<file path="src/rtl/tcs_pkg.sv">
// tcs_pkg: shared types and codes of the timed command slot scheduler
// no dependencies; imported by every module of the block
package tcs_pkg;

  localparam int unsigned CfgIdxW  = 2;
  localparam int unsigned FrameLen = 4;

  localparam logic [CfgIdxW-1:0] REG_START = 2'd0;
  localparam logic [CfgIdxW-1:0] REG_END   = 2'd1;

  localparam logic [1:0] OP_SCHED = 2'd0;
  localparam logic [1:0] OP_TICK  = 2'd1;
  localparam logic [1:0] OP_NOW   = 2'd2;

  typedef struct packed {
    logic [1:0]  op;
    logic [7:0]  cmd_byte;
    logic [31:0] due_time;
    logic [31:0] now_time;
  } in_item_t;

  typedef struct packed {
    logic [7:0] tx_byte;
    logic       run_last;
  } out_item_t;

  // what one cell reports while it holds the scan token
  typedef struct packed {
    logic       fire;
    logic       take;
    logic [7:0] cmd;
  } cell_stat_t;

  // scan side to frame emitter
  typedef struct packed {
    logic       load;
    logic [7:0] cmd;
    logic       finish;
  } emit_ctl_t;

  // frame emitter back to scan side
  typedef struct packed {
    logic idle;
    logic hold;
    logic can_load;
  } emit_stat_t;

endpackage

</file>
<file path="src/rtl/tcs_cell.sv">
// tcs_cell: one slot of the scheduler chain, holds due time, command and scan token
// depends on tcs_pkg
module tcs_cell
  import tcs_pkg::*;
#(
  parameter int unsigned TIME_BITS = 32
) (
  input  logic                 clk_i,
  input  logic                 rst_ni,
  input  logic                 tok_i,
  input  logic                 adv_i,
  input  logic [1:0]           op_i,
  input  logic [7:0]           cmd_i,
  input  logic [TIME_BITS-1:0] due_i,
  input  logic [TIME_BITS-1:0] now_i,
  input  logic                 placed_i,
  output logic                 tok_o,
  output cell_stat_t           stat_o
);

  logic                 tok_q, tok_d;
  logic [TIME_BITS-1:0] due_q, due_d;
  logic [7:0]           cmd_q, cmd_d;
  logic                 free;

  assign free = (due_q == '0);

  assign stat_o.fire = tok_q && (op_i == OP_TICK) && !free && (due_q < now_i);
  assign stat_o.take = tok_q && (op_i == OP_SCHED) && free && !placed_i;
  assign stat_o.cmd  = cmd_q;

  assign tok_o = tok_q && adv_i;

  always_comb begin
    tok_d = tok_i || (tok_q && !adv_i);
    due_d = due_q;
    cmd_d = cmd_q;
    if (stat_o.take && adv_i) begin
      due_d = due_i;
      cmd_d = cmd_i;
    end else if (stat_o.fire && adv_i) begin
      due_d = '0;
      cmd_d = '0;
    end
  end

  always_ff @(posedge clk_i or negedge rst_ni) begin
    if (!rst_ni) begin
      tok_q <= 1'b0;
      due_q <= '0;
      cmd_q <= '0;
    end else begin
      tok_q <= tok_d;
      due_q <= due_d;
      cmd_q <= cmd_d;
    end
  end

endmodule

</file>
<file path="src/rtl/tcs_emitter.sv">
// tcs_emitter: byte-serial frame sender with a held end byte for the last-flag decision
// depends on tcs_pkg
module tcs_emitter
  import tcs_pkg::*;
(
  input  logic       clk_i,
  input  logic       rst_ni,
  input  emit_ctl_t  ctl_i,
  input  logic [7:0] start_byte_i,
  input  logic [7:0] end_byte_i,
  output logic       out_valid_o,
  input  logic       out_ready_i,
  output out_item_t  out_data_o,
  output emit_stat_t stat_o
);

  localparam logic [2:0] E_IDLE     = 3'd0;
  localparam logic [2:0] E_PREV_END = 3'd1;
  localparam logic [2:0] E_START    = 3'd2;
  localparam logic [2:0] E_LEN      = 3'd3;
  localparam logic [2:0] E_CMD      = 3'd4;
  localparam logic [2:0] E_HOLD     = 3'd5;
  localparam logic [2:0] E_FINAL    = 3'd6;

  logic [2:0] state_q, state_d;
  logic [7:0] cmd_q, cmd_d;
  logic       out_fire;

  assign out_fire = out_valid_o && out_ready_i;

  assign stat_o.idle     = (state_q == E_IDLE);
  assign stat_o.hold     = (state_q == E_HOLD);
  assign stat_o.can_load = stat_o.idle || stat_o.hold;

  always_comb begin
    out_valid_o         = 1'b0;
    out_data_o.tx_byte  = end_byte_i;
    out_data_o.run_last = 1'b0;
    case (state_q)
      E_PREV_END: begin
        out_valid_o = 1'b1;
      end
      E_START: begin
        out_valid_o        = 1'b1;
        out_data_o.tx_byte = start_byte_i;
      end
      E_LEN: begin
        out_valid_o        = 1'b1;
        out_data_o.tx_byte = 8'(FrameLen);
      end
      E_CMD: begin
        out_valid_o        = 1'b1;
        out_data_o.tx_byte = cmd_q;
      end
      E_FINAL: begin
        out_valid_o         = 1'b1;
        out_data_o.run_last = 1'b1;
      end
      default: begin
        out_valid_o = 1'b0;
      end
    endcase
  end

  always_comb begin
    state_d = state_q;
    cmd_d   = cmd_q;
    if (ctl_i.load && stat_o.can_load) begin
      cmd_d = ctl_i.cmd;
    end
    case (state_q)
      E_IDLE: begin
        if (ctl_i.load) state_d = E_START;
      end
      E_HOLD: begin
        // another frame follows, so the held end byte is not the last one
        if (ctl_i.load) state_d = E_PREV_END;
        else if (ctl_i.finish) state_d = E_FINAL;
      end
      E_PREV_END: begin
        if (out_fire) state_d = E_START;
      end
      E_START: begin
        if (out_fire) state_d = E_LEN;
      end
      E_LEN: begin
        if (out_fire) state_d = E_CMD;
      end
      E_CMD: begin
        if (out_fire) state_d = E_HOLD;
      end
      E_FINAL: begin
        if (out_fire) state_d = E_IDLE;
      end
      default: begin
        state_d = E_IDLE;
      end
    endcase
  end

  always_ff @(posedge clk_i or negedge rst_ni) begin
    if (!rst_ni) begin
      state_q <= E_IDLE;
    end else begin
      state_q <= state_d;
    end
  end

  always_ff @(posedge clk_i) begin
    cmd_q <= cmd_d;
  end

endmodule

</file>
<file path="src/rtl/timed_command_slot_scheduler.sv">
// timed_command_slot_scheduler: top level, slot chain, scan control and frame emitter
// depends on tcs_pkg, tcs_cell, tcs_emitter
//
//   channel | direction | handshake                   | payload
//   --------+-----------+-----------------------------+----------------------------
//   in      | input     | in_valid_i / in_ready_o     | in_data_i  (in_item_t)
//   out     | output    | out_valid_o / out_ready_i   | out_data_o (out_item_t)
//   cfg     | input     | cfg_we_i, no wait           | cfg_idx_i, cfg_wdata_i
//
// one transaction is worked on at a time: a scan token walks the slot chain one cell per
// cycle while no due slot waits for the emitter; a send-now sends one frame of start byte,
// length, command and end byte, the end byte flagged last
// the byte-serial emitter sets the frame cost; a due slot that meets a busy emitter freezes the token in place
// reset clears every slot to free and loads start byte 2 and end byte 3
// the end byte of each frame is held until the scan knows whether another frame follows
module timed_command_slot_scheduler
  import tcs_pkg::*;
#(
  parameter int unsigned SLOTS     = 8,
  parameter int unsigned TIME_BITS = 32
) (
  input  logic               clk_i,
  input  logic               rst_ni,
  input  logic               in_valid_i,
  output logic               in_ready_o,
  input  in_item_t           in_data_i,
  output logic               out_valid_o,
  input  logic               out_ready_i,
  output out_item_t          out_data_o,
  input  logic               cfg_we_i,
  input  logic [CfgIdxW-1:0] cfg_idx_i,
  input  logic [7:0]         cfg_wdata_i
);

  // configuration registers
  logic [7:0] start_byte_q, end_byte_q;

  always_ff @(posedge clk_i or negedge rst_ni) begin
    if (!rst_ni) begin
      start_byte_q <= 8'd2;
      end_byte_q   <= 8'd3;
    end else if (cfg_we_i) begin
      if (cfg_idx_i == REG_START) start_byte_q <= cfg_wdata_i;
      if (cfg_idx_i == REG_END)   end_byte_q   <= cfg_wdata_i;
    end
  end

  // time fields cut or widened to the slot time width
  logic [TIME_BITS-1:0] due_w, now_w;

  if (TIME_BITS <= 32) begin : g_time_cut
    assign due_w = in_data_i.due_time[TIME_BITS-1:0];
    assign now_w = in_data_i.now_time[TIME_BITS-1:0];
  end else begin : g_time_wide
    assign due_w = {{(TIME_BITS-32){1'b0}}, in_data_i.due_time};
    assign now_w = {{(TIME_BITS-32){1'b0}}, in_data_i.now_time};
  end

  // request held for the whole scan
  logic [1:0]           op_q;
  logic [7:0]           cmd_q;
  logic [TIME_BITS-1:0] due_q, now_q;
  logic                 placed_q, fin_q;

  logic        in_fire, busy, adv, scan_go, now_go, fin_clr;
  logic        fire_any, take_any;
  logic [7:0]  fire_cmd;
  emit_ctl_t   emit_ctl;
  emit_stat_t  emit_stat;

  logic       [SLOTS:0]   tok;
  cell_stat_t [SLOTS-1:0] cstat;

  // a token moving on shows at a cell output; a frozen token keeps the emitter busy
  assign busy       = (|tok[SLOTS:1]) || fin_q || !emit_stat.idle;
  assign in_ready_o = !busy;
  assign in_fire    = in_valid_i && in_ready_o;
  assign scan_go    = in_fire && ((in_data_i.op == OP_SCHED) || (in_data_i.op == OP_TICK));
  assign now_go     = in_fire && (in_data_i.op == OP_NOW);

  // token enters the first cell as the transaction is taken
  assign tok[0] = scan_go;

  for (genvar i = 0; i < SLOTS; i++) begin : g_cell
    tcs_cell #(
      .TIME_BITS(TIME_BITS)
    ) u_cell (
      .clk_i   (clk_i),
      .rst_ni  (rst_ni),
      .tok_i   (tok[i]),
      .adv_i   (adv),
      .op_i    (op_q),
      .cmd_i   (cmd_q),
      .due_i   (due_q),
      .now_i   (now_q),
      .placed_i(placed_q),
      .tok_o   (tok[i+1]),
      .stat_o  (cstat[i])
    );
  end

  // at most one cell holds the token, so the or-reduction picks that cell
  always_comb begin
    fire_any = 1'b0;
    take_any = 1'b0;
    fire_cmd = '0;
    for (int i = 0; i < SLOTS; i++) begin
      fire_any = fire_any | cstat[i].fire;
      take_any = take_any | cstat[i].take;
      fire_cmd = fire_cmd | (cstat[i].cmd & {8{cstat[i].fire}});
    end
  end

  // a due slot waits in place until the emitter can take its frame
  assign adv = !fire_any || emit_stat.can_load;

  assign emit_ctl.load   = (fire_any && emit_stat.can_load) || now_go;
  assign emit_ctl.cmd    = now_go ? in_data_i.cmd_byte : fire_cmd;
  assign emit_ctl.finish = fin_q;

  // scan finished: last frame may now close with the last flag
  assign fin_clr = fin_q && (emit_stat.idle || emit_stat.hold) && !emit_ctl.load;

  always_ff @(posedge clk_i or negedge rst_ni) begin
    if (!rst_ni) begin
      placed_q <= 1'b0;
      fin_q    <= 1'b0;
    end else begin
      if (in_fire) placed_q <= 1'b0;
      else if (take_any && adv) placed_q <= 1'b1;
      if (tok[SLOTS] || now_go) fin_q <= 1'b1;
      else if (fin_clr) fin_q <= 1'b0;
    end
  end

  always_ff @(posedge clk_i) begin
    if (in_fire) begin
      op_q  <= in_data_i.op;
      cmd_q <= in_data_i.cmd_byte;
      due_q <= due_w;
      now_q <= now_w;
    end
  end

  tcs_emitter u_emitter (
    .clk_i       (clk_i),
    .rst_ni      (rst_ni),
    .ctl_i       (emit_ctl),
    .start_byte_i(start_byte_q),
    .end_byte_i  (end_byte_q),
    .out_valid_o (out_valid_o),
    .out_ready_i (out_ready_i),
    .out_data_o  (out_data_o),
    .stat_o      (emit_stat)
  );

endmodule

</file>
<file path="config.mk">
export PLATFORM = sky130hd
export DESIGN_NAME = timed_command_slot_scheduler
export DESIGN_NICKNAME = d
export VERILOG_FILES = /design/src/rtl/tcs_pkg.sv /design/src/rtl/tcs_cell.sv /design/src/rtl/tcs_emitter.sv /design/src/rtl/timed_command_slot_scheduler.sv
export SDC_FILE = /design/constraint.sdc
export NUM_CORES = 1
export LEC_CHECK = 0
export BUFFER_PORTS_ARGS = -buffer_cell sky130_fd_sc_hd__buf_2
export CAP_MARGIN = 20
export CORE_MARGIN = 2
export CORE_UTILIZATION = 36
export DETAILED_ROUTE_END_ITERATION = 16
export GPL_TIMING_DRIVEN = 0
export PLACE_DENSITY = 0.57
export SYNTH_ARGS = -nofsm -noshare
export SYNTH_HDL_FRONTEND = slang
export SYNTH_HIERARCHICAL = 1
export SYNTH_SLANG_ARGS = --single-unit
</file>
<file path="constraint.sdc">
create_clock -name clk_i -period 9.25 [get_ports clk_i]
set_clock_uncertainty 0.15 [all_clocks]
set_input_delay 0.4625 -clock clk_i [delete_from_list [all_inputs] [get_ports clk_i]]
set_output_delay 0.4625 -clock clk_i [all_outputs]
set_load 0.02 [all_outputs]
</file>
## After elaboration in Yosys (flattened, before gate mapping)

Index checks and enable logic that the tools add are counted.

- Mux-type cells: 49
- Eq/ne operators: 17
- Bitwise operators: 29
- Reduce and logical (&&, ||, !) cells: 145
- Magnitude comparators: 8

Operators by type and width:

| kind | number |
|---|---|
| $mux 32 | 16 |
| $logic_not 32->1 | 8 |
| $lt 32x32->1 | 8 |
| $mux 8 | 17 |
| $logic_and 1x1->1 | 89 |
| $and 8x8->8 | 8 |
| $or 8x8->8 | 7 |
| $mux 3 | 8 |
| $pmux 8 s3 | 1 |
| $pmux 3 s7 | 1 |
| $reduce_bool 2->1 | 10 |
| $logic_or 1x1->1 | 15 |
| $logic_not 1->1 | 14 |
| $or 1x1->1 | 14 |
| $ne 2x1->1 const B | 5 |
| $eq 3x3->1 const B | 3 |
| $reduce_or 8->1 | 1 |
| $reduce_and 7->1 | 1 |
| $eq 2x1->1 const B | 3 |
| $eq 3x2->1 const B | 2 |
| $logic_not 2->1 | 3 |
| $mux 1 | 6 |
| $reduce_or 5->1 | 1 |
| $reduce_and 2->1 | 2 |
| other kinds (5) | 5 |

- Input port bits: 89
- Output and inout port bits: 11
- Word-level logic and storage cells: 282
- Bits in registers: 431

## Longest topological paths before layout

Gate-level depths: netlist (run 1).

- Depth after elaboration: 25
- Mapped depth: 22
- Depth with buffers taken out: 18

## Modules after synthesis

Netlist (run 1), hierarchy kept.

Modules (own cells, without submodules):

| module | sequential area each (sq um) | times used | cells an instance | area an instance (sq um) |
|---|---|---|---|---|
| tcs_cell | 1,026.0 | 8 | 236 | 2,479.9 |
| timed_command_slot_scheduler | 2,676.3 | 1 | 189 | 3,479.6 |
| tcs_emitter | 315.3 | 1 | 80 | 743.2 |

## Worst setup path after synthesis (run 1)

No wires, ideal clock.

- Path type: flip-flop to flip-flop
- Start point: register now_q[1]
- End point: register u_emitter.cmd_q[0] (enable)
- Setup slack: 1,327 ps
- Cell stages (with the launch flop): 20
- Required time: 8,768 ps
- Path buffers: 4
- Period minus slack after synthesis: 7,923 ps
- Data arrival time: 7,442 ps
- Setup time: 332 ps
- Path through: edfxtp_1 inv_1 ha_1 a2111o_1 a311o_1 o311a_1 or2_1 buf_2 inv_2 clkbuf_1 nor4_1 a21o_1 clkbuf_1 and2_1 or4b_4 nor4_4 nand3b_2 buf_6 nand2_1 and2_1

RTL lines:

| item | line | text |
|---|---|---|
| start: declaration | timed_command_slot_scheduler.sv:62 | `logic [TIME_BITS-1:0] due_q, now_q;` |
| start signal: assignment | timed_command_slot_scheduler.sv:141 | `now_q <= now_w;` |
| end signal: assignment | tcs_emitter.sv:110 | `cmd_q <= cmd_d;` |
| end: declaration | tcs_emitter.sv:26 | `logic [7:0] cmd_q, cmd_d;` |

==> summary.md, run 1 <==
| Metric | Value |
|---|---|
| Status | complete, no violations |
| Dpl ws | 1.736 ns |
| Wirelength per Cell | approximately 24 um |
| WP buf/inv | 7 |
| Synth area leaders | dfrtp_1 (36%), ha_1 (13%), edfxtp_1 (10%) |
| Starting Density | 0.3647 |
| Top Layer Used | met4 |
| Initial antenna violation count | 0 |
| Critical Path, Cell by Cell | inv_1, ha_1, nand4_1, nor4_1, a22oi_1, nand4_1, or2_1, buf_2, inv_2, clkbuf_1, nor4_1, a21o_2, buf_12, clkbuf_1, and2_1, or4_1, nor3_1, buf_2 |
| Critical path arrival | 6.90 ns |
| Die span in x | about 260 um |
| Die height | 262.5 um |
| Clock root cell | clkbuf_16 |
| Synth area leader | dfrtp_1 |
| Nets | 2741 |
| Commonest non-fill, non-tap cell in the layout | dfrtp_1 |
| FP Rows | 94 |
| CP Class | reg -> out |
| Post-synth EDFFs | a little over 80 |
| HPWL Detailed | 56640 um |
| Clock transition at the registers of the reported paths | 0.06 ns |
| Total congestion overflow | 0 |
| Crit-path leading delay family | simple AND/OR/NAND/NOR gates |
| Yosys cell types | 58 |
| Crit share post-route | 0.8123 |
| Core Util, Final | 0.4296 |
| Vias per Instance | 5.817 |
| Final hold violations | 0 |
| Layout area overhead | 17.81% |
| Worst hold margin | 0.1864 ns |
| Max incr delay on CP | 1.08 ns |
| Setup bufs post-CTS | 0 |
| Power Dens Cells | 316.9 nW/um2 |
| Number of global-route vias before repair | 19240 |
| Largest net degree at the start of global routing | roughly 120 |
| Core area | 65980 um2 |
| Startpoint class of the critical path | flop |
| First-pass GRT wire length | 119100 um |
| Mapped Nets | 2494 |
| Worst setup EP type | output port |
| TritonRoute pass-1 iters | 5 |
| Multi-input logic area | 11120 um2 |
| Synth Area per Inst | 11.16 um2 |
| Share of post-route cells with drive strength above 1 | 0.1215 |
| # DRC | 0 |
| Peak Freq | ~130 MHz |
| #FFs+latches synth | 431 |
| Worst min path class | in -> reg |
| Synth top area share | 0.3598 |
| Final min period | 7.513 ns |
| Post-Synthesis Cells | 2157 |
| Gr usage total | 0.2256 |
| Register Area | 11200 um2 |
| Main synth FF type | dfrtp_1 |
| Routed WL | 78550 um |
| Max-cap violation count | 0 |
| Met3 WL | 4935 um |
| Global placement routability congestion | 0.8927 |
| VDD IR-drop max | 0.1888 mV |
| Maximum fanout along the worst path | 49 |
| Slowest-stage cell, CP | nor4_1 |
| Clock Path Buffers | 3 |
| Leak Pwr | 14.27 nW |
| CTS sink cnt | between 400 and 500 |
| Routed Antenna Nets | 0 |
| Io pins | 100 |
| TritonCTS clock tree | yes |
| Pins Over Slew Limit | 0 |
| Most frequent cells in the layout | dfrtp_1 (346), inv_1 (267), a22o_1 (256) |
| Port Buf Inserts | 99 |
| Final setup violation count | 0 |
| Hold buffers post-CTS | 84 |
| Fillers | 6154 |
| Sequential fraction of the synthesis area | 0.4654 |
| Die area | 68920 um2 |
| PostCTS Resize Cnt | 0 |
| Slew @ Worst Pin | 1.265 ns |
| Slew HR | 0.1489 |
| Clk Latency, worst-skew pair | 0.61 ns |
| CTS buffer count | 50 |
| Metal-1 WL | roughly 35000 um |
| Post-Syn Area | around 24000 um2 |
| Power, Total | 8.982 mW |
| RSZ-0062 raised after global routing | false |
| Asr flop ratio synth | 0.8097 |
| CP required | 8.64 ns |
| Yosys warns | 6 |
| Via count | slightly below 20000 |
| Met2 routed wirelength | 35730 um |
| H-tree levels | 2 |
| Worst setup margin | 1.737 ns |
| Iter 0 DRT Violations | 1568 |
[path summary, 6_finish.rpt]
kind / start / end / slack, ns / cells after the start
min in group asynchronous: rst_ni / g_cell[2].u_cell/due_q[5] / 0.23 / 2
hold reg to reg: start_byte_q[3] / start_byte_q[3] / 0.36 / 1
setup reg to reg: now_q[3] / u_emitter/cmd_q[4] / 1.75 / 22
max in group asynchronous: rst_ni / g_cell[0].u_cell/tok_q / 6.87 / 5
setup / recovery: now_q[31] / in_ready_o / 1.74 / 18
hold / removal: cfg_idx_i[1] / start_byte_q[6] / 0.19 / 3
[routing by layer]
metal / vias up / GRT usage
met3: 161 / 0.03486
met4: 0 / 0.08947
met2: 692 / 0.3557
met5: - / 0
met1: 9742 / 0.3109
li1: 8659 / -
[cell families after synthesis]
| group | count (synthesis) | synth area share |
|---|---|---|
| AOI/OAI and AO/OA | 580 | 0.1932 |
| xor gates and xnor gates | 1 | 0.0003641 |
| adders and majority gates | 248 | 0.1290 |
| and+or+nand+nor | 506 | 0.1257 |
| buffers and inverters | 364 | 0.07259 |
| DFF | 431 | 0.4654 |
| muxes | 27 | 0.01373 |
[tightest hold or removal path, stage by stage]
cell,delay [ns]
buf_2,0.09
nor3b_2,0.11
mux2_2,0.24
[report_power, final]
part | leakage [nW] | total (mW) | internal, mW | switching, mW
registers | 5.49 | 3.60 | 2.64 | 0.958
logic | 7.96 | 3.36 | 1.56 | 1.80
clock network | 0.822 | 2.02 | 1.19 | 0.827
total | 14.3 | 8.98 | 5.40 | 3.58
[final cells by class]
class                      count  share of cell area
inverter                     276             0.03655
buffer                        88             0.02507
sequential                   431              0.3951
antenna                        1          0.00008828
multi-input combinational   1362              0.3922
clock buffer                  72             0.05063
timing repair buffer         195             0.05398
tap                          864             0.03814
clock inverter                21            0.008298
[Yosys cell counts, types with 10 or more instances]
master	number
and2_1	10
buf_8	24
inv_1	267
a311o_1	72
a22oi_1	40
nand2_1	69
nand4_1	56
nor4_1	76
edfxtp_1	82
nor2b_1	67
a21oi_1	84
clkbuf_1	41
o21ai_0	27
a21o_1	33
nand3_1	41
and4_1	16
buf_2	10
dfrtp_1	346
nor2_1	36
ha_1	248
and3_1	65
a22o_1	256
buf_6	13
mux2_2	16
[metrics by stage]
| step | TNS, ns | area (um2) | instances |
|---|---|---|---|
| after floorplan | 0 | 24060 | 2157 |
| after global placement | -123.06 | 25640 | 3120 |
| after detailed placement | 0 | 25830 | 3131 |
| after CTS | 0 | 28340 | 3308 |
| after global routing | 0 | 28340 | 3309 |
| final | 0 | 28350 | 3310 |
[sequential cells by signal, indices dropped and copies added (netlist names), 2 cells and up]
register / cells
due_q: 32
end_byte_q: 8
now_q: 32
start_byte_q: 8
u_emitter/cmd_q: 8
g_cell.u_cell/tok_q: 8
g_cell.u_cell/due_q: 256
g_cell.u_cell/cmd_q: 64
u_emitter/state_q: 3
op_q: 2
cmd_q: 8
Note: power is estimated with default switching activity, not from simulation.
==> run 2, diff against run 1 <==
Clock period 9.25 ns to 7.4 ns, I/O delays scaled along.
==> run 2 against run 1 <==
Sequential share of layout area increased by 0.073 points. Count of clock-buffer cells in the layout shrank 4. Sequential power increased by 25%. Total power is 25% higher. Setup slack worse by 1.5 ns. Critical endpoint is now u_emitter/cmd_q[0]. Largest power group unchanged.
==> summary.md, run 2 (synthesized netlist as in run 1, its figures left out) <==
| Metric | Value |
|---|---|
| Routed WL | 78950 um (+0.50%) |
| Worst min path class | in -> reg |
| TritonRoute pass-1 iters | 5 (unchanged) |
| Fillers | 6121 (-0.54%) |
| Startpoint class of the critical path | flop |
| Clock power share | 0.224 (about the same) |
| Design Area, Final | 28290 um2 (-0.19%) |
| Crit share post-route | 0.9653 |
| Die height | 262.5 um (unchanged) |
| Switching power | 4.492 mW (+25%) |
| # DRC | 0 (unchanged) |
| Final setup violation count | 0 (unchanged) |
| Comb pwr share | 0.376 (+0.002) |
| Routed Antenna Nets | 0 (unchanged) |
| Sw frac | 0.4006 (+0.001548) |
| Post-route insts no fill | 3306 (-0.12%) |
| Wirelength per Cell | 23.88 um (+0.62%) |
| Inst Count DP | 3129 (-0.064%) |
| Slew @ Worst Pin | 1.211 ns (-0.05360 ns) |
| Number of global-route vias before repair | 19260 (+0.062%) |
| Flop pwr share | 0.400 (about the same) |
| Placed cell area | 25820 um2 (about the same) |
| Global placement routability congestion | 0.9173 (+2.8%) |
| Total congestion overflow | 0 (unchanged) |
| Critical path arrival | 7.28 ns (+0.38 ns) |
| Pins Over Slew Limit | 0 (unchanged) |
| Share of post-route cells with drive strength above 1 | 0.1229 (+0.001378) |
| Most frequent cells in the layout | dfrtp_1 (346), inv_1 (267), a22o_1 (256) |
| Slew HR | 0.1850 (+0.03606) |
| HPWL Detailed | 56870 um (+0.41%) |
| Setup bufs post-CTS | 0 (unchanged) |
| Clk Latency, worst-skew pair | 0.60 ns (about the same) |
| Max-cap violation count | 0 (unchanged) |
| Gr usage total | 0.2262 (+0.0006360) |
| Nets | 2738 (-0.11%) |
| Flop2flop setup slack | 0.26 ns (-1.49 ns) |
| Power Dens Cells | 396.3 nW/um2 (+25%) |
| Terminus of the critical flop-to-flop path | u_emitter/cmd_q[0] |
| FP Rows | 94 (unchanged) |
| Hold buffers post-CTS | 84 (unchanged) |
| Reg2reg path depth | 20 (-9.1%) |
| Maximum fanout along the worst path | 73 (+49%) |
| Layout area overhead | 17.59% |
| Core Util, Final | 0.4288 (-0.0007970) |
| Io pins | 100 (unchanged) |
| Max incr delay on CP | 0.84 ns (-0.24 ns) |
| Die span in x | 262.5 um (unchanged) |
| Critical path launch point | now_q[1] |
| PostCTS Resize Cnt | 0 (unchanged) |
| Final hold violations | 0 (unchanged) |
| Final min period | 7.144 ns |
| H-tree levels | 2 (unchanged) |
| Max reg flops | 256 (unchanged) |
| Leak Pwr | 14.27 nW (about the same) |
| Via count | 19210 (-0.24%) |
| Antenna diodes | 0 (-1) |
| Clock Path Buffers | 3 (unchanged) |
| Die area | 68920 um2 (unchanged) |
| Worst hold margin | 0.1090 ns (-0.07744 ns) |
| Peak Freq | 140.0 MHz |
| Starting Density | 0.3647 (unchanged) |
| FF-to-FF Start | now_q[1] |
| Vias per Instance | 5.810 (-0.12%) |
| Initial antenna violation count | 0 (unchanged) |
| CTS buffer count | 49 (-2.0%) |
| Largest net degree at the start of global routing | 117 (+1.7%) |
| Clock transition at the registers of the reported paths | 0.06 ns (about the same) |
| Critical Path, Cell by Cell | inv_1, ha_1, a2111o_1, a311o_1, o311a_1, or2_1, buf_2, inv_2, clkbuf_2, nor4_1, a21o_4, clkbuf_1, and2_1, or4_1, nor4_4, buf_8, nand3b_2, buf_6, nand2_1, and2_2 |
| VDD IR-drop max | 0.1576 mV (-16%) |
| Port Buf Inserts | 99 (unchanged) |
| CTS sink cnt | 431 (unchanged) |
| RSZ-0062 raised after global routing | false |
| CP Class | reg -> reg |
| Cell-internal power | 6.721 mW (+25%) |
| First-pass GRT wire length | 119400 um (+0.26%) |
| Clock root cell | clkbuf_16 |
| Core area | 65980 um2 (unchanged) |
| Slowest-stage cell, CP | edfxtp_1 |
| Commonest non-fill, non-tap cell in the layout | dfrtp_1 |
| Top flop regs | g_cell.u_cell/due_q: 256 flops, g_cell.u_cell/cmd_q: 64 flops |
| CP endpoint | u_emitter/cmd_q[0] |
| TritonCTS clock tree | yes |
| CP required | 7.54 ns (-1.10 ns) |
| Worst setup EP type | flop |
| Iter 0 DRT Violations | 1829 (+17%) |
| Status | complete, no violations |
| Most flops, register | g_cell.u_cell/due_q |
[run 2: worst min path at each step]
| stage | from | end | cells past startpoint |
|---|---|---|---|
| detailed placement | rst_ni | g_cell[2].u_cell/due_q[13] | 1 |
| global placement | start_byte_q[5] | start_byte_q[5] | 1 |
| global route | cfg_idx_i[1] | start_byte_q[2] | 3 |
| CTS | cfg_idx_i[1] | start_byte_q[6] | 3 |
| floorplan | rst_ni | end_byte_q[2] | 0 |
| finish | cfg_idx_i[1] | start_byte_q[6] | 3 |
[run 2: area by class of cell]
cell class                 instances  area (um2)  share of cell area
tap                              864        1081             0.03821
buffer                            88       720.7             0.02547
multi-input combinational       1362       11120              0.3932
clock buffer                      68        1370             0.04842
sequential                       431       11200              0.3958
clock inverter                    24       254.0            0.008977
timing repair buffer             193        1509             0.05333
inverter                         276        1036             0.03661
[run 2: routing by layer]
metal	vias up	GRT usage	share of wire
met5	-	0	0
met4	0	0.09351	0.042
met3	152	0.03223	0.061
met2	683	0.3534	0.45
met1	9714	0.3148	0.45
li1	8659	-	-
[run 2: worst max-delay path: cells and delay by family (launching register included)]
| kind | cells | cell delay [ns] |
|---|---|---|
| AND/OR/NAND/NOR | 8 | 2.58 |
| buffers and inverters | 7 | 1.39 |
| flip-flops | 1 | 0.84 |
| adder cells (fa/ha/maj) | 1 | 0.30 |
| AO/OA/AOI/OAI | 4 | 1.51 |
[run 2: stage by stage]
stage,TNS (ns),setup WS (ns),power [mW]
3_5_place_dp,0,0.2832,8.603
2_1_floorplan,0,0.05671,6.892
6_report,0,0.2565,11.21
4_1_cts,0,0.2760,11.22
3_3_place_gp,-618.91,-2.799,8.393
5_1_grt,0,0.01597,11.91
[run 2: power by group through the flow]
stage	Sequential, mW	Combinational, mW	Clock, mW
finish	4.49	4.22	2.51
global route	4.58	4.68	2.65
CTS	4.47	4.18	2.57
detailed placement	4.50	4.11	0
global placement	4.50	3.89	0
floorplan	3.92	2.97	0
==> run 3, diff against run 2 <==
Settings changed: BUFFER_PORTS_ARGS -buffer_cell sky130_fd_sc_hd__buf_2 to -buffer_cell sky130_fd_sc_hd__buf_4, PLACE_DENSITY 0.57 to 0.59.
Clock period 7.4 ns to 5.9 ns, I/O delays scaled along.
==> run 3 against run 2 <==
Utilization grew 1.7 points. Setup slack worse by 0.17 ns. Global-route usage grew 0.45 points. Final area rose by 4.0%. Wire length rose by 2.1%. Hold slack better by 0.056 ns. Flip-flop and latch count is the same. Critical path type unchanged. Largest power group is now combinational cells. Highest routed layer unchanged.
==> summary.md, run 3 (synthesized netlist as in run 1, its figures left out) <==
| Metric | Value |
|---|---|
| Power Dens Cells | 496.5 nW/um2 (+25%) |
| Nets | 2775 (+1.4%) |
| Number of global-route vias before repair | 19670 (+2.1%) |
| Slew HR | 0.4189 (+0.2340) |
| Gr usage total | 0.2307 (+0.004509) |
| Fillers | 6079 (-0.69%) |
| Worst hold margin | 0.1653 ns (+0.05632 ns) |
| FP Rows | 94 (unchanged) |
| Reg2reg path depth | 22 (+10%) |
| Worst setup EP type | flop |
| Layout area overhead | 22.25% |
| Max reg flops | 256 (unchanged) |
| CTS buffer count | 51 (+4.1%) |
| Startpoint class of the critical path | flop |
| Initial antenna violation count | 0 (unchanged) |
| Setup TNS Final | 0 ns (unchanged) |
| Final hold violations | 0 (unchanged) |
| Top flop regs | g_cell.u_cell/due_q: 256 flops, g_cell.u_cell/cmd_q: 64 flops |
| Worst min path class | in -> reg |
| Most flops, register | g_cell.u_cell/due_q |
| Terminus of the critical flop-to-flop path | u_emitter/state_q[1] |
| Clock root cell | clkbuf_16 |
| Critical path launch point | now_q[30] |
| CP endpoint | u_emitter/state_q[1] |
| Global placement routability congestion | 0.9324 (+1.6%) |
| Max-cap violation count | 0 (unchanged) |
| Dpl ws | -0.7476 ns (-1.031 ns) |
| Clock power share | 0.228 (+0.004) |
| Io pins | 100 (unchanged) |
| HPWL Detailed | 57340 um (+0.83%) |
| Clk Latency, worst-skew pair | 0.60 ns (about the same) |
| Largest net degree at the start of global routing | 120 (+2.6%) |
| Peak Freq | 172.1 MHz (+23%) |
| TritonRoute pass-1 iters | 5 (unchanged) |
| Multi-input logic area | 11260 um2 (+1.2%) |
| TritonCTS clock tree | yes |
| Maximum fanout along the worst path | 19 (-74%) |
| FF-to-FF Start | now_q[30] |
| Wirelength per Cell | 24.11 um (+0.99%) |
| Vias per Instance | 5.818 (+0.13%) |
| Core area | 65980 um2 (unchanged) |
| Leak Pwr | 14.76 nW (+3.5%) |
| Clock Path Buffers | 3 (unchanged) |
| Iter 0 DRT Violations | 1601 (-12%) |
| CP required | 6.26 ns (-1.28 ns) |
| Starting Density | 0.3647 (unchanged) |
| Share of post-route cells with drive strength above 1 | 0.1420 (+0.01914) |
| H-tree levels | 2 (unchanged) |
| Comb pwr share | 0.397 (+0.021) |
| Port Buf Inserts | 99 (unchanged) |
| Pins Over Slew Limit | 0 (unchanged) |
| Register Area | 11200 um2 (unchanged) |
| Worst setup margin | 0.08798 ns (-0.1685 ns) |
| Switching power | 5.789 mW (+29%) |
| Flop pwr share | 0.376 (-0.024) |
| RSZ-0062 raised after global routing | false |
| Slew @ Worst Pin | 0.8716 ns (-0.3398 ns) |
| Final setup violation count | 0 (unchanged) |
| Placed cell area | 26250 um2 (+1.6%) |
| Die area | 68920 um2 (unchanged) |
| First-pass GRT wire length | 122100 um (+2.2%) |
| Power, Total | 14.61 mW (+30%) |
| Flop2flop setup slack | 0.09 ns (-0.17 ns) |
| Die span in x | 262.5 um (unchanged) |
| Cell-internal power | 8.817 mW (+31%) |
| Final min period | 5.812 ns (-1.332 ns) |
| Routed WL | 80640 um (+2.1%) |
| CP Class | reg -> reg |
| Sw frac | 0.3963 (-0.004286) |
| VDD IR-drop max | 0.2194 mV (+39%) |
| CTS sink cnt | 431 (unchanged) |
| Die height | 262.5 um (unchanged) |
| Routed Antenna Nets | 0 (unchanged) |
| # DRC | 0 (unchanged) |
| Most frequent cells in the layout | dfrtp_1 (346), inv_1 (267), a22o_1 (256) |
| Design Area, Final | 29410 um2 (+4.0%) |
| Clock transition at the registers of the reported paths | 0.06 ns (about the same) |
| Status | complete, no violations |
| Crit share post-route | 0.9851 (+0.01975) |
| Via count | 19460 (+1.3%) |
| Commonest non-fill, non-tap cell in the layout | dfrtp_1 |
| Total congestion overflow | 0 (unchanged) |
| Critical path arrival | 6.17 ns (-1.11 ns) |
[run 3: worst min-delay path by stage]
stage,startpoint,endpoint,depth (start not counted)
5_1_grt,cfg_we_i,start_byte_q[4],3
2_1_floorplan,rst_ni,end_byte_q[2],0
3_5_place_dp,rst_ni,g_cell[3].u_cell/due_q[25],1
6_report,cfg_we_i,start_byte_q[3],3
4_1_cts,cfg_we_i,start_byte_q[3],3
3_3_place_gp,in_data_i[23],now_q[23],1
[run 3: through the flow]
step,std cells,util
2_1_floorplan,2157,-
3_3_place_gp,3120,0.3952
3_5_place_dp,3129,0.3978
4_1_cts,3341,0.4450
5_1_grt,3343,0.4458
6_report,3344,0.4458
[run 3: repair_timing]
action | in CTS | in global routing
hold buffers | 92 | 0
resized for setup | 9 | 9
setup buffers | 24 | 2
endpoints found under the setup margin | 333 | 20
pin swaps | 1 | 2
endpoints found under the hold margin | 227 | 0
gates cloned | 2 | 0
[run 3: final cells by class]
class / instances / share of cell area
multi-input combinational: 1364 / 0.3828
sequential: 431 / 0.3807
timing repair buffer: 226 / 0.07576
clock buffer: 62 / 0.04654
tap: 864 / 0.03675
inverter: 276 / 0.03522
buffer: 88 / 0.02956
clock inverter: 32 / 0.01251
antenna: 1 / 0.00008507
[run 3: critical path, stage by stage, from the launching register on]
cell      delay (ns)
edfxtp_1        0.62
inv_1           0.09
ha_1            0.31
nand4_1         0.20
nor4_4          0.56
o311a_1         0.38
or2_1           0.28
buf_6           0.18
inv_2           0.04
clkbuf_8        0.16
nor4_4          0.52
a21o_4          0.38
clkbuf_1        0.38
and2_1          0.21
or4b_4          0.16
nor4_4          0.05
buf_8           0.16
nand3b_2        0.14
buf_8           0.19
nand2_4         0.07
nor2b_1         0.15
mux2i_1         0.10
o211ai_1        0.19
[run 3: metal layers]
metal	wire length, um	track usage
met4	3437	0.09692
met2	37190	0.3707
met1	35070	0.3054
met3	4939	0.04310
met5	0	0
[run 3: power groups by stage]
stage                     registers (mW)  logic, mW  clock network [mW]
after floorplan                     4.92       3.78                   0
after global placement              5.64       4.94                   0
after detailed placement            5.65       5.25                   0
after CTS                           5.47       5.70                3.40
after global routing                5.62       6.34                3.52
final                               5.49       5.79                3.32
